==> config.mk <==
export PLATFORM = sky130hd
export DESIGN_NAME = tli_ctrl
export DESIGN_NICKNAME = d
export VERILOG_FILES = /design/src/hw/rtl/tli_pkg.sv /design/src/hw/rtl/tli_ctrl.sv
export SDC_FILE = /design/constraint.sdc
export NUM_CORES = 1
export LEC_CHECK = 0
export ABC_CLOCK_PERIOD_IN_PS = 2200
export BUFFER_PORTS_ARGS = -buffer_cell sky130_fd_sc_hd__buf_2
export CAP_MARGIN = 20
export CORE_MARGIN = 4
export CORE_UTILIZATION = 48
export CTS_CLUSTER_SIZE = 28
export DETAILED_ROUTE_END_ITERATION = 8
export GPL_TIMING_DRIVEN = 0
export PLACE_DENSITY = 0.84
export SYNTH_ARGS = -nofsm -noshare
export SYNTH_HDL_FRONTEND = slang
export SYNTH_SLANG_ARGS = --single-unit
==> constraint.sdc <==
create_clock -name clk -period 2.2 [get_ports clk]
set_input_delay 0.11 -clock clk [delete_from_list [all_inputs] [get_ports clk]]
set_output_delay 0.11 -clock clk [all_outputs]
set_load 0.005 [all_outputs]
==> src/hw/rtl/tli_pkg.sv <==
// tli_pkg: shared types and constants of the table linear interpolator
// holds field widths, action and status codes, and controller/datapath structs
// no dependencies
package tli_pkg;

  localparam int ACTION_W  = 2;
  localparam int WEAPON_W  = 3;
  localparam int KEY_W     = 12;
  localparam int VALUE_W   = 20;
  localparam int DIST_W    = 16;
  localparam int FRAC_W    = 4;
  localparam int ENTRY_W   = KEY_W + VALUE_W;
  localparam int STATUS_W  = 2;
  localparam int PROD_W    = DIST_W + VALUE_W;
  localparam int DIVCNT_W  = $clog2(PROD_W);

  localparam int S_TDATA_W = KEY_W + VALUE_W + DIST_W;
  localparam int S_TUSER_W = ACTION_W + WEAPON_W;
  localparam int M_TDATA_W = ((VALUE_W + 7) / 8) * 8;
  localparam int M_TUSER_W = STATUS_W;

  localparam logic [ACTION_W-1:0] ACT_CLEAR  = 2'd0;
  localparam logic [ACTION_W-1:0] ACT_APPEND = 2'd1;
  localparam logic [ACTION_W-1:0] ACT_QUERY  = 2'd2;

  localparam logic [STATUS_W-1:0] ST_FOUND   = 2'd0;
  localparam logic [STATUS_W-1:0] ST_MISSING = 2'd1;
  localparam logic [STATUS_W-1:0] ST_ACCEPT  = 2'd2;
  localparam logic [STATUS_W-1:0] ST_REJECT  = 2'd3;

  localparam logic [1:0] RD_LAST = 2'd0;
  localparam logic [1:0] RD_MID  = 2'd1;
  localparam logic [1:0] RD_A    = 2'd2;
  localparam logic [1:0] RD_B    = 2'd3;

  localparam logic [1:0] RES_ZERO   = 2'd0;
  localparam logic [1:0] RES_RDV    = 2'd1;
  localparam logic [1:0] RES_INTERP = 2'd2;

  typedef struct packed {
    logic       load;
    logic       clr;
    logic       wr;
    logic [1:0] rd_sel;
    logic       srch_init;
    logic       srch_upd;
    logic       lat_a;
    logic       setup;
    logic       mul;
    logic       div_step;
    logic       res_load;
    logic [1:0] res_src;
    logic [STATUS_W-1:0] res_st;
    logic       out_load;
  } tli_cmd_t;

  typedef struct packed {
    logic [ACTION_W-1:0] action;
    logic w_ok;
    logic val_nz;
    logic cnt_zero;
    logic cnt_full;
    logic cnt_lt2;
    logic key_gt;
    logic len_zero;
    logic pos_zero;
    logic pos_last;
    logic a_exact;
    logic div_done;
    logic out_free;
  } tli_stat_t;

endpackage

==> src/hw/rtl/tli_ctrl.sv <==
// tli_ctrl: controller state machine of the table linear interpolator
// sequences clear, append and query through the datapath; uses tli_pkg
module tli_ctrl (
  input  logic              clk,
  input  logic              rst,
  input  logic              s_tvalid,
  output logic              s_tready,
  input  tli_pkg::tli_stat_t stat,
  output tli_pkg::tli_cmd_t  cmd
);
  import tli_pkg::*;

  localparam logic [3:0] S_IDLE   = 4'd0;
  localparam logic [3:0] S_DECODE = 4'd1;
  localparam logic [3:0] S_APPCHK = 4'd2;
  localparam logic [3:0] S_SRCH   = 4'd3;
  localparam logic [3:0] S_SCMP   = 4'd4;
  localparam logic [3:0] S_FETCHA = 4'd5;
  localparam logic [3:0] S_FETCHB = 4'd6;
  localparam logic [3:0] S_SETUP  = 4'd7;
  localparam logic [3:0] S_MUL    = 4'd8;
  localparam logic [3:0] S_DIV    = 4'd9;
  localparam logic [3:0] S_FIN    = 4'd10;
  localparam logic [3:0] S_DONE   = 4'd11;

  logic [3:0] state, state_next;

  assign s_tready = (state == S_IDLE);

  always_ff @(posedge clk) begin
    if (rst) begin
      state <= S_IDLE;
    end else begin
      state <= state_next;
    end
  end

  always_comb begin
    cmd        = '0;
    state_next = state;
    case (state)
      S_IDLE: begin
        if (s_tvalid) begin
          cmd.load   = 1'b1;
          state_next = S_DECODE;
        end
      end
      S_DECODE: begin
        cmd.res_load = 1'b1;
        cmd.res_src  = RES_ZERO;
        cmd.res_st   = ST_MISSING;
        state_next   = S_DONE;
        case (stat.action)
          ACT_CLEAR: begin
            cmd.clr    = stat.w_ok;
            cmd.res_st = stat.w_ok ? ST_ACCEPT : ST_REJECT;
          end
          ACT_APPEND: begin
            cmd.res_st = ST_REJECT;
            if (stat.w_ok && stat.val_nz && !stat.cnt_full) begin
              if (stat.cnt_zero) begin
                cmd.wr     = 1'b1;
                cmd.res_st = ST_ACCEPT;
              end else begin
                cmd.res_load = 1'b0;
                cmd.rd_sel   = RD_LAST;
                state_next   = S_APPCHK;
              end
            end
          end
          ACT_QUERY: begin
            if (stat.w_ok && !stat.cnt_lt2) begin
              cmd.res_load  = 1'b0;
              cmd.srch_init = 1'b1;
              state_next    = S_SRCH;
            end
          end
          default: begin
            cmd.res_st = ST_MISSING;
          end
        endcase
      end
      S_APPCHK: begin
        cmd.res_load = 1'b1;
        cmd.res_src  = RES_ZERO;
        cmd.wr       = stat.key_gt;
        cmd.res_st   = stat.key_gt ? ST_ACCEPT : ST_REJECT;
        state_next   = S_DONE;
      end
      S_SRCH: begin
        cmd.rd_sel = RD_MID;
        state_next = stat.len_zero ? S_FETCHA : S_SCMP;
      end
      S_SCMP: begin
        cmd.srch_upd = 1'b1;
        state_next   = S_SRCH;
      end
      S_FETCHA: begin
        cmd.rd_sel = RD_A;
        if (stat.pos_zero) begin
          cmd.res_load = 1'b1;
          cmd.res_src  = RES_ZERO;
          cmd.res_st   = ST_MISSING;
          state_next   = S_DONE;
        end else begin
          state_next = S_FETCHB;
        end
      end
      S_FETCHB: begin
        cmd.lat_a  = 1'b1;
        cmd.rd_sel = RD_B;
        if (stat.a_exact) begin
          cmd.res_load = 1'b1;
          cmd.res_src  = RES_RDV;
          cmd.res_st   = ST_FOUND;
          state_next   = S_DONE;
        end else if (stat.pos_last) begin
          cmd.res_load = 1'b1;
          cmd.res_src  = RES_ZERO;
          cmd.res_st   = ST_MISSING;
          state_next   = S_DONE;
        end else begin
          state_next = S_SETUP;
        end
      end
      S_SETUP: begin
        cmd.setup  = 1'b1;
        state_next = S_MUL;
      end
      S_MUL: begin
        cmd.mul    = 1'b1;
        state_next = S_DIV;
      end
      S_DIV: begin
        cmd.div_step = 1'b1;
        if (stat.div_done) begin
          state_next = S_FIN;
        end
      end
      S_FIN: begin
        cmd.res_load = 1'b1;
        cmd.res_src  = RES_INTERP;
        cmd.res_st   = ST_FOUND;
        state_next   = S_DONE;
      end
      S_DONE: begin
        if (stat.out_free) begin
          cmd.out_load = 1'b1;
          state_next   = S_IDLE;
        end
      end
      default: begin
        state_next = S_IDLE;
      end
    endcase
  end

endmodule

### Word level (Yosys, flattened, before mapping)

Index checks and enable logic that the tools add are counted.

| storage, ports and cells | value |
|---|---|
| output and inout bits | 18 |
| register bits | 4 |
| bits of input ports | 17 |
| logic and storage cells | 69 |

| cells by class | value |
|---|---|
| multiplexer cells | 43 |
| equal/unequal tests | 16 |
| reductions and logical operators | 9 |

Operators by type and width:

| cell | count |
|---|---|
| case mux 4 bit (11 select lines) | 1 |
| two-way mux 4 bit | 9 |
| case mux 5 bit (5 select lines) | 1 |
| two-way mux 1 bit | 22 |
| equality test 4 x 3 -> 1 bit (second input constant) | 4 |
| equality test 4 bit (second input constant) | 4 |
| two-way mux 5 bit | 3 |
| equality test 4 x 2 -> 1 bit (second input constant) | 2 |
| case mux 2 bit (4 select lines) | 1 |
| case mux 4 bit (2 select lines) | 1 |
| two-way mux 3 bit | 2 |
| != test 2 bit (second input constant) | 3 |
| equality test 4 x 1 -> 1 bit (second input constant) | 1 |
| zero test 4 bit | 1 |
| case mux 1 bit (2 select lines) | 2 |
| case mux 2 bit (2 select lines) | 1 |
| logical AND 1 bit | 3 |
| AND reduction 3 bit | 1 |
| equality test 2 x 1 -> 1 bit (second input constant) | 1 |
| equality test 2 bit (second input constant) | 1 |
| zero test 1 bit | 2 |
| zero test 2 bit | 1 |
| OR reduction 2 bit | 1 |

### Logic depth before layout (Yosys ltp)

Gate-level depths: netlist (run 1).

| depth | value |
|---|---|
| depth after elaboration | 5 |
| gate-level depth with buffers | 6 |
| gate-level depth less buffers | 6 |

### Worst setup path before layout (run 1)

OpenSTA, ideal clock, no wires.

| timing | value |
|---|---|
| path kind | flip-flop to flip-flop |
| start | reg state[1] |
| end | reg state[3] |
| period minus slack after synthesis | 1.193 ns |
| arrival time | 1.118 ns |
| stages on the path, launching flop included | 6 |
| data required time | 2.125 ns |
| slack | 1.007 ns |
| buffers on the path | 1 |
| path through | dfxtp_1 or2_1 buf_6 nor4b_4 nor2_2 a22oi_2 |

| between the ends | value |
|---|---|
| cells in the longest elaborated chain, start to end | 3 |
| elaborated cells between the ends (all ways) | 18 |
| those cells by class | eq/ne (14); mux (1); reduce/logical (3) |

Ends and longest elaborated chain:

| item | RTL line | source |
|---|---|---|
| start: declaration | tli_ctrl.sv:26 | `logic [3:0] state, state_next;` |
| start signal: assignment | tli_ctrl.sv:34 | `state <= state_next;` |
| equality test 4 x 2 -> 1 bit, or another cell as far along | tli_ctrl.sv:41 | `case (state)` |
| OR reduction 2 bit (no line) / != test 2 bit (equally long branches) | - |  |
| case mux 4 bit (11 select lines) / AND reduction 3 bit (equally long branches) | - |  |

Several ways; a longest one is shown, not always the timed one.
A chain may end at the register's enable or synchronous reset.

==> impl_results.md, run 1 <==
- Cell count after synthesis: 94
- Simple-gate share of the synthesized area: 42.7%
- XOR/XNOR Fraction of Synth Area: 1.27%
- Hold Path End: state[2]
- Starting Density: 51.6%
- Status: complete, no violations
- Multiplexer share of the synthesized area: 0%
- Post-Syn Area: 688 um^2
- Avg WL per Cell: 13.2 um
- GPL Wtd Cong: 0.860
- P&R area growth vs syn: 30.7%
- Core Rows: 13
- Hold depth: 2
- Critical Path RT: 2.09 ns
- RSZ-0062 raised after global routing: false
- Total wire length: 1920 um
- Post-DP HPWL: 1540 um
- Max IR drop VDD: 0.477 mV
- Worst skew pair latency: 0.24 ns
- Minimum clock period: 1.69 ns
- Hold_buf cts: 0
- First-pass GRT wire length: 3040 um
- Share of cells above drive strength 1: 39.7%
- Maximum fanout along the worst path: 10
- Largest net degree at the start of global routing: 11
- Setup Crit Path Kind: flip-flop to output pin
- Mean Syn Cell Area: 7.32 um^2
- Yosys cell types: 43
- Area contributors post-synth: dfxtp_1 12%, ha_1 5.5%, nor3_1 5.1%
- Leak: 0.466 nW
- Top cell type by total area after synthesis: dfxtp_1
- Slew headroom: 71.0%
- Via Count: 850
- PD cells: 938 nW/um^2
- WP data arrival: 1.58 ns
- Final hold viol count: 0
- DRC: 0
- Post-CTS sizing: 0
- Post-Synth Adder-Cell Area: 5.45%
- Root Driver: clkbuf_4
- Post-synth net total: 114
- Hold Crit Class: input pin to flip-flop
- DP Worst Slack: 0.757 ns
- Setup crit end kind: output pin
- Post-route ant nets: 0
- CTS tree: built
- Detailed Route Iter0 Violations: 18
- Worst r2r src: state[3]
- Final Net Count: 153
- Die Y: 45.9 um
- Overflow after GRT: 0
- Design Power: 0.843 mW
- MaxCap Viol Count: 0
- Register area share after synthesis: 11.6%
- Buffers on Ports: 34
- Diodes inserted: 0
- Skew final: 0.00134 ns
- R2R depth: 5
- H-tree depth: 1
- Post-synth top area share: 11.6%
- Vias/cell: 5.82
- Crit share post-route: 77.0%
- Die area: 2100 um^2
- Synth Area in Compound Gates: 27.5%
- Largest family of logic cells by synthesized area: simple AND/OR/NAND/NOR gates
- Ys Warns: 0
- Final Non-Filler Cells: 146
- Postcts setup bufs: 0
- Max-slew violation count: 0
- Core ar.: 1330 um^2
- Endpoints failing setup: 0
- Peak Freq: 0.591 GHz
- Dpl cells: 143
- Pre-antenna DRT Iters: 4
- Flip-flop count of the largest register after layout: 4
- Number of synthesized register bits: 4
- RR Endpoint: state[0]
- Hold Path Origin: rst
- CP Launch Type: flip-flop
- Largest Register: state
- FF-to-FF setup slack: 0.82 ns
- Total CTS buffers: 3
- Ports: 35
- Largest regs: state: 4 flops
- CTS Buffer Depth: 2
- Vias in the first global route: 728
- Num Clock Sinks: 4
- Worst-Margin Slew: 0.435 ns
- GR Util All Layers: 19.2%
- Clock slew seen by the registers of the worst setup and hold paths: 0.04 ns
- Final WS setup: 0.507 ns
- Die width: 45.9 um
- Fin Setup TNS: 0 ns
- Initial antenna violation count: 0
[Yosys cell counts]
master	number
nor2_1	9
inv_1	8
nor3_1	7
a21oi_1	5
nand2b_1	5
dfxtp_1	4
nand2_1	4
and3_1	3
buf_2	3
ha_1	3
nor2b_1	3
o21ai_0	3
a211oi_1	2
a32oi_1	2
and2_1	2
buf_6	2
nand3b_1	2
nor2_2	2
a211o_1	1
a211oi_2	1
a221o_1	1
a22oi_2	1
a32o_1	1
and4b_1	1
and4bb_2	1
buf_1	1
buf_4	1
nand2b_2	1
nand3b_2	1
nor4_1	1
nor4b_2	1
nor4b_4	1
o211a_1	1
o211ai_1	1
o21ai_1	1
o21bai_1	1
o221ai_1	1
o22ai_1	1
o31ai_1	1
o32a_1	1
or2_1	1
or2b_1	1
xor2_1	1
[cells by family (layout without fill, tap and decap cells)]
| logic type | count (synthesis) | in the layout |
|---|---|---|
| xor gates and xnor gates | 1 | 1 |
| AOI/OAI and AO/OA | 25 | 25 |
| adders and majority gates | 3 | 3 |
| DFF | 4 | 4 |
| buffers and inverters | 15 | 52 |
| and+or+nand+nor | 46 | 46 |
[final cells by class]
class | count | area (um^2)
multi-input combinational | 75 | 529
clock buffer | 3 | 22.5
inverter | 8 | 30.0
fill | 130 | 434
buffer | 7 | 48.8
sequential | 4 | 80.1
tap | 15 | 18.8
timing repair buffer | 34 | 170
[placed cells by master (no fill, tap or decap), types with 2 or more instances in the layout]
master    instances
a211oi_1          2
a21oi_1           5
a32oi_1           2
and2_1            2
and3_1            3
buf_2            37
buf_6             2
clkbuf_4          3
dfxtp_1           4
ha_1              3
inv_1             8
nand2_1           4
nand2b_1          5
nand3b_1          2
nor2_1            9
nor2_2            2
nor2b_1           3
nor3_1            7
o21ai_0           3
[metrics by stage]
stage | utilization [%] | area, um^2 | hold slack [ns]
3_5_place_dp | 65.8 | 877 | 0.390
4_1_cts | 67.4 | 900 | 0.150
2_1_floorplan | - | 688 | 0.182
6_report | 67.4 | 900 | 0.140
3_3_place_gp | 65.8 | 877 | 0.380
5_1_grt | 67.4 | 900 | 0.181
[layer usage]
metal	wire length, um	global-route usage (%)	share of wire [%]
met1	784	24.4	41
met5	0	0	0
met4	9	6.82	0.47
met3	152	1.19	7.9
met2	976	33.5	51
[worst max-delay path: stages, from the launching register on]
cell     delay [ns]
dfxtp_1        0.37
buf_2          0.23
nand2_1        0.14
nor4_1         0.30
a221o_1        0.20
buf_2          0.10
[power breakdown]
part,internal [mW],total (mW),switching (mW),leakage [nW]
combinational,0.284,0.624,0.340,0.419
sequential,0.0975,0.123,0.0251,0.0329
clock,0.0614,0.0972,0.0357,0.0138
[worst max path at each step]
stage | endpoint | from | slack, ns | depth (start not counted)
6_report | cmd[1] | state[2] | 0.51 | 5
5_1_grt | cmd[1] | state[2] | 0.38 | 5
4_1_cts | cmd[1] | state[2] | 0.51 | 5
3_5_place_dp | cmd[1] | state[2] | 0.76 | 5
3_3_place_gp | cmd[1] | state[3] | 0.78 | 5
2_1_floorplan | state[3] | state[1] | 1.01 | 5
No activity file was read; power rests on OpenSTA's default activity.
==> run 2: changes to the inputs <==
--- a/config.mk
+++ b/config.mk
@@ -5,15 +5,16 @@
 export SDC_FILE = /design/constraint.sdc
 export NUM_CORES = 1
 export LEC_CHECK = 0
-export ABC_CLOCK_PERIOD_IN_PS = 2200
+export ABC_AREA = 1
+export ABC_CLOCK_PERIOD_IN_PS = 1600
 export BUFFER_PORTS_ARGS = -buffer_cell sky130_fd_sc_hd__buf_2
 export CAP_MARGIN = 20
 export CORE_MARGIN = 4
-export CORE_UTILIZATION = 48
+export CORE_UTILIZATION = 42
 export CTS_CLUSTER_SIZE = 28
 export DETAILED_ROUTE_END_ITERATION = 8
 export GPL_TIMING_DRIVEN = 0
-export PLACE_DENSITY = 0.84
+export PLACE_DENSITY = 0.77
 export SYNTH_ARGS = -nofsm -noshare
 export SYNTH_HDL_FRONTEND = slang
 export SYNTH_SLANG_ARGS = --single-unit
==> constraint.sdc (replaced) <==
create_clock -name clk -period 1.6 [get_ports clk]
set_input_delay 0.08 -clock clk [delete_from_list [all_inputs] [get_ports clk]]
set_output_delay 0.08 -clock clk [all_outputs]
set_load 0.005 [all_outputs]
==> run 2 against run 1 <==
Net effect: clock power is 29% higher; hold slack got worse by 0.096 ns; clock skew is 0.0069 ns higher; via count fell by 7.3%; total power increased by 22%; highest routed layer is now met3.
==> impl_results.md, run 2 <==
- Initial antenna violation count: 0 (unchanged)
- Peak Freq: 0.673 GHz
- Clock slew seen by the registers of the worst setup and hold paths: 0.04 ns (about the same)
- PD cells: 1250 nW/um^2 (was 938 nW/um^2)
- Setup crit end kind: output pin (unchanged)
- Max-slew violation count: 0 (unchanged)
- Hold WS: 0.0448 ns (was 0.140 ns)
- Skew final: 0.00828 ns (was 0.00134 ns)
- Most frequent cells after synthesis: 30 x nand2_1, 25 x inv_1, 18 x nor2_1, 6 x o21ai_0 (was 9 x nor2_1, 8 x inv_1, 7 x nor3_1, 5 x a21oi_1, 5 x nand2b_1)
- Met1 GRT Util: 21.4% (was 24.4%)
- CTS Buffer Depth: 2 (unchanged)
- Die Y: 45.8 um (was 45.9 um)
- Pre-antenna DRT Iters: 4 (unchanged)
- Largest net degree at the start of global routing: 7 (was 11)
- Num Clock Sinks: 4 (unchanged)
- P&R area growth vs syn: 36.9% (was 30.7%)
- Diodes inserted: 0 (unchanged)
- Detailed Route Iter0 Violations: 18 (unchanged)
- Status: complete, no violations (unchanged)
- Maximum fanout along the worst path: 5 (was 10)
- Mean Syn Cell Area: 5.27 um^2 (was 7.32 um^2)
- Crit share post-route: 92.9%
- H-tree depth: 1 (unchanged)
- GPL Wtd Cong: 0.856 (was 0.860)
- Vias in the first global route: 690 (was 728)
- Ports: 35 (unchanged)
- GR Util All Layers: 16.6% (was 19.2%)
- Post-CTS sizing: 0 (unchanged)
- Starting Density: 45.6% (was 51.6%)
- Global-route track usage on met3: 4.74% (was 1.19%)
- Die width: 45.8 um (was 45.9 um)
- Hold_buf cts: 0 (unchanged)
- Post-route ant nets: 0 (unchanged)
- Max IR drop VDD: 0.656 mV (was 0.477 mV)
- Overflow after GRT: 0 (unchanged)
- Vias/cell: 4.75 (was 5.82)
- Register area share after synthesis: 13.3% (was 11.6%)
- Ys flop type: dfxtp_1 (unchanged)
- Endpoints failing setup: 0 (unchanged)
- Worst-Margin Slew: 0.321 ns (was 0.435 ns)
- Die area: 2100 um^2 (about the same)
- Design Power: 1.03 mW (was 0.843 mW)
- Core Rows: 13 (unchanged)
- Busiest grt layer: met2 (unchanged)
- Final hold viol count: 0 (unchanged)
- Via Count: 788 (was 850)
- WP data arrival: 1.41 ns (was 1.58 ns)
- Worst skew pair latency: 0.24 ns (about the same)
- Root Driver: clkbuf_4 (unchanged)
- Slew headroom: 78.4% (was 71.0%)
- Core ar.: 1320 um^2 (was 1330 um^2)
- Buffers on Ports: 34 (unchanged)
- Hold Crit Class: input pin to flip-flop (unchanged)
- Largest Register: state (unchanged)
- Yosys cell types: 22 (was 43)
- Most common cell in the netlist: nand2_1 (was nor2_1)
- Total CTS buffers: 3 (unchanged)
- Fin Setup TNS: 0 ns (unchanged)
- Area contributors post-synth: nand2_1 19%, inv_1 16%, dfxtp_1 13% (was dfxtp_1 12%, ha_1 5.5%, nor3_1 5.1%)
- Final Net Count: 173 (was 153)
- Share of cells above drive strength 1: 34.4% (was 39.7%)
- Avg WL per Cell: 10.2 um (was 13.2 um)
- Postcts setup bufs: 0 (unchanged)
- Ys async rst share: 0% (unchanged)
- Cell count after synthesis: 114 (was 94)
- Largest regs: state: 4 flops (unchanged)
- Minimum clock period: 1.49 ns
- Met2 usage: 29.0% (was 33.5%)
- First-pass GRT wire length: 2650 um (was 3040 um)
- Top cell type by total area after synthesis: nand2_1 (was dfxtp_1)
- Post-Syn Area: 601 um^2 (was 688 um^2)
- Most frequent cells in the layout: 34 x buf_2, 29 x nand2_1, 25 x inv_1 (was 37 x buf_2, 9 x nor2_1, 8 x inv_1)
- Number of synthesized register bits: 4 (unchanged)
- Ys Warns: 0 (unchanged)
- Leak: 0.528 nW (was 0.466 nW)
- Setup Crit Path Kind: flip-flop to output pin (unchanged)
- Critical Path RT: 1.52 ns (was 2.09 ns)
- Post-DP HPWL: 1390 um (was 1540 um)
- Flip-flop count of the largest register after layout: 4 (unchanged)
- Total wire length: 1700 um (was 1920 um)
- EDFF count, synth: 0 (unchanged)
- DRC: 0 (unchanged)
- MaxCap Viol Count: 0 (unchanged)
- CTS tree: built (unchanged)
- Post-synth top area share: 18.8% (was 11.6%)
- Leading cell type in the layout, fill and taps excluded: buf_2 (unchanged)
- Post-synth net total: 134 (was 114)
- CP Launch Type: flip-flop (unchanged)
-- run 2: cell types whose count changed after synthesis, moves of 3 or more --
cell,previous run,this run
nand2_2,0,4
nor2b_1,3,0
nand3_1,0,3
nand2b_1,5,0
and3_1,3,0
nand2_1,4,30
o21ai_0,3,6
nor2_1,9,18
buf_2,3,0
inv_1,8,25
nor3_1,7,2
-- run 2: layer usage --
metal  up-vias  wire length (um)
met4         0                 0
li1        422                 -
met3         0               123
met5         -                 0
met2        27               810
met1       339               762
-- run 2: final cells by class --
class                           instances  area [um^2]
Sequential cell                         4         82.6
Tap cell                               15         18.8
Timing Repair Buffer                   34          170
Multi-Input combinational cell         83          427
Fill cell                             147          495
Inverter                               27          101
Clock buffer                            3         22.5
-- run 2: power by group --
group	internal [mW]	switching, mW
Combinational	0.275	0.451
Clock	0.0839	0.0414
Sequential	0.142	0.0363
Total	0.501	0.529
-- run 2: worst max-delay path, cell delays in order (launching register included) --
cell,delay [ns]
dfxtp_1,0.42
inv_2,0.08
nand2_2,0.09
inv_2,0.06
nand2_2,0.10
inv_1,0.09
nand2_1,0.09
nand4_1,0.09
buf_2,0.14
-- run 2: metrics by stage --
step / worst slack, ns / instances / utilization (%) / area (um^2)
finish: 0.114 / 166 / 62.4 / 822
CTS: 0.0629 / 166 / 61.6 / 812
global placement: 0.341 / 163 / 59.9 / 790
global route: -0.00374 / 166 / 62.4 / 822
detailed placement: 0.315 / 163 / 59.9 / 790
floorplan: 0.505 / 114 / - / 601
-- run 2: path summary, 6_finish.rpt --
path                               start        to  slack, ns  depth (start not counted)
worst max-delay path            state[2]    cmd[5]       0.11                          8
worst min-delay path                 rst  state[1]       0.04                          2
worst max register to register  state[0]  state[3]       0.36                          6
worst min register to register  state[3]  state[1]       0.65                          4
-- run 2: cells by family after synthesis --
group / after synthesis / synth area share (%)
simple gates: 64 / 47.9
buf+inv: 27 / 16.9
flops: 4 / 13.3
compound gates: 16 / 15.6
fa+ha+maj: 3 / 6.25
==> run 3: changes to the inputs <==
--- a/config.mk
+++ b/config.mk
@@ -9,12 +9,14 @@
 export ABC_CLOCK_PERIOD_IN_PS = 1600
 export BUFFER_PORTS_ARGS = -buffer_cell sky130_fd_sc_hd__buf_2
 export CAP_MARGIN = 20
+export CELL_PAD_IN_SITES_DETAIL_PLACEMENT = 1
+export CELL_PAD_IN_SITES_GLOBAL_PLACEMENT = 1
 export CORE_MARGIN = 4
-export CORE_UTILIZATION = 42
-export CTS_CLUSTER_SIZE = 28
+export CORE_UTILIZATION = 25
+export CTS_CLUSTER_SIZE = 16
 export DETAILED_ROUTE_END_ITERATION = 8
 export GPL_TIMING_DRIVEN = 0
-export PLACE_DENSITY = 0.77
+export PLACE_DENSITY = 0.75
 export SYNTH_ARGS = -nofsm -noshare
 export SYNTH_HDL_FRONTEND = slang
 export SYNTH_SLANG_ARGS = --single-unit
==> run 3 against run 2 <==
Net effect: die area increased by 55%; design area increased by 2.1%; largest cell class unchanged; sequential power about the same; total power increased by 1.3%; clock skew decreased by 0.0049 ns; combinational power increased by 2%.
==> impl_results.md, run 3 (synthesized netlist as in run 2, its figures left out) <==
- Postcts setup bufs: 0 (unchanged)
- H-tree depth: 1 (unchanged)
- Largest net degree at the start of global routing: 7 (unchanged)
- Global-route track usage on met3: 2.04% (was 4.74%)
- Pre-antenna DRT Iters: 6 (was 4)
- Fin Setup TNS: 0 ns (unchanged)
- Most frequent CP cell: inv_1
- Post-DP HPWL: 1740 um (was 1390 um)
- Fillers: 337 (was 147)
- Die width: 57.0 um (was 45.8 um)
- Leading cell type in the layout, fill and taps excluded: buf_2 (unchanged)
- Sw Ratio: 51.8% (was 51.3%)
- Max-slew violation count: 0 (unchanged)
- Setup crit end kind: output pin (unchanged)
- Diodes inserted: 0 (unchanged)
- Buffers on Ports: 34 (unchanged)
- First-pass GRT wire length: 3230 um (was 2650 um)
- Status: complete, no violations (unchanged)
- Core Rows: 17 (was 13)
- Via Count: 811 (was 788)
- Cell Chain, Critical Path: inv_1 -> nand2_4 -> inv_1 -> nand3_2 -> o21ai_0 -> a31oi_1 -> nand2_1 -> buf_2 (was inv_2 -> nand2_2 -> inv_2 -> nand2_2 -> inv_1 -> nand2_1 -> nand4_1 -> buf_2)
- Seq. cell area: 83.8 um^2 (was 82.6 um^2)
- Final Non-Filler Cells: 179 (was 166)
- CTS tree: built (unchanged)
- Core ar.: 2250 um^2 (was 1320 um^2)
- Num Clock Sinks: 4 (unchanged)
- RSZ-0062 raised after global routing: false
- Worst-Margin Slew: 0.367 ns (was 0.321 ns)
- Max IR drop VDD: 0.513 mV (was 0.656 mV)
- Avg WL per Cell: 10.6 um (was 10.2 um)
- Share of cells above drive strength 1: 35.8% (was 34.4%)
- CTS Buffer Depth: 2 (unchanged)
- Detailed Route Iter0 Violations: 7 (was 18)
- CP Launch Type: flip-flop (unchanged)
- Hold Crit Class: input pin to flip-flop (unchanged)
- Die area: 3250 um^2 (was 2100 um^2)
- Leak: 0.527 nW (was 0.528 nW)
- Cell Int Power: 0.503 mW (was 0.501 mW)
- WP data arrival: 1.37 ns (was 1.41 ns)
- PD cells: 1240 nW/um^2 (was 1250 nW/um^2)
- Multi-input gate area: 427 um^2 (unchanged)
- Initial antenna violation count: 0 (unchanged)
- Final Net Count: 173 (unchanged)
- Overflow after GRT: 0 (unchanged)
- Setup Crit Path Kind: flip-flop to output pin (unchanged)
- Ports: 35 (unchanged)
- Largest regs: state: 4 flops (unchanged)
- Busiest grt layer: met2 (unchanged)
- Clock slew seen by the registers of the worst setup and hold paths: 0.04 ns (about the same)
- Minimum clock period: 1.45 ns (was 1.49 ns)
- Vias/cell: 4.53 (was 4.75)
- Dpl cells: 176 (was 163)
- P&R area growth vs syn: 39.8% (was 36.9%)
- Crit share post-route: 90.6% (was 92.9%)
- Most frequent cells in the layout: 34 x buf_2, 29 x nand2_1, 24 x inv_1 (was 34 x buf_2, 29 x nand2_1, 25 x inv_1)
- Slowest CP cell: dfxtp_2 (was dfxtp_1)
- Root Driver: clkbuf_4 (unchanged)
- Crit path max-delay family: flip-flops (unchanged)
- Worst skew pair latency: 0.24 ns (about the same)
- Skew final: 0.00336 ns (was 0.00828 ns)
- Combinational Power Share: 70.6% (was 70.5%)
- Starting Density: 26.6% (was 45.6%)
- DRC: 0 (unchanged)
- Met1 GRT Util: 15.9% (was 21.4%)
- Design Power: 1.04 mW (was 1.03 mW)
- GR Util All Layers: 12.2% (was 16.6%)
- Sequential power share: 17.2% (was 17.3%)
- Vias in the first global route: 780 (was 690)
- Die Y: 57.0 um (was 45.8 um)
- Final hold viol count: 0 (unchanged)
- Post-route ant nets: 0 (unchanged)
- GPL Wtd Cong: 0.863 (was 0.856)
- Maximum fanout along the worst path: 5 (unchanged)
- Sw Pwr: 0.540 mW (was 0.529 mW)
- Largest Register: state (unchanged)
- Critical Path RT: 1.52 ns (about the same)
- Met2 usage: 20.6% (was 29.0%)
- Hold_buf cts: 0 (unchanged)
- Endpoints failing setup: 0 (unchanged)
- Slew headroom: 75.3% (was 78.4%)
- Flip-flop count of the largest register after layout: 4 (unchanged)
- Peak Freq: 0.690 GHz (was 0.673 GHz)
- Total CTS buffers: 3 (unchanged)
- CP bufs+invs: 3 (was 4)
- Post-CTS sizing: 0 (unchanged)
- Critical path's largest stage delay: 0.35 ns (was 0.42 ns)
- Total wire length: 1910 um (was 1700 um)
- MaxCap Viol Count: 0 (unchanged)
- Clock share of power: 12.1% (was 12.2%)
run 3: cell counts in the layout (fill, tap and decap cells not counted):
No cell type changed its count.
run 3: path summary, 6_finish.rpt:
kind / from / end / slack, ns / cells past startpoint
hold / removal: rst / state[3] / 0.04 / 2
hold reg to reg: state[3] / state[1] / 0.67 / 4
setup / recovery: state[3] / cmd[1] / 0.15 / 8
setup reg to reg: state[0] / state[3] / 0.30 / 6
run 3: per-layer routing:
layer  wire length [um]  vias to the layer above
li1                   -                      421
met1                833                      372
met2                978                       16
met3                 76                        2
met4                 17                        0
met5                  0                        -
run 3: per-stage QoR:
| stage | utilization, % | area (um^2) | hold slack (ns) | worst slack, ns |
|---|---|---|---|---|
| floorplan | - | 601 | 0.149 | 0.505 |
| global placement | 35.7 | 806 | 0.286 | 0.312 |
| detailed placement | 35.7 | 806 | 0.290 | 0.308 |
| CTS | 36.7 | 828 | 0.0366 | 0.0508 |
| global route | 37.2 | 840 | 0.0342 | 0.0242 |
| finish | 37.2 | 840 | 0.0375 | 0.150 |
run 3: final cells by class:
type                    instances  share of cell area (%)
multi-input cells              83                    50.8
repair buffers                 34                    20.3
clock buffers                   3                    2.68
inverters                      27                    12.1
flip-flops and latches          4                    9.99
well taps                      28                    4.17
run 3: power groups by stage:
stage               logic [mW]  clock network, mW  registers, mW
finish                   0.737              0.126          0.180
global route             0.853              0.144          0.185
CTS                      0.749              0.133          0.171
detailed placement       0.746                  0          0.173
global placement         0.731                  0          0.170
floorplan                0.497                  0          0.164
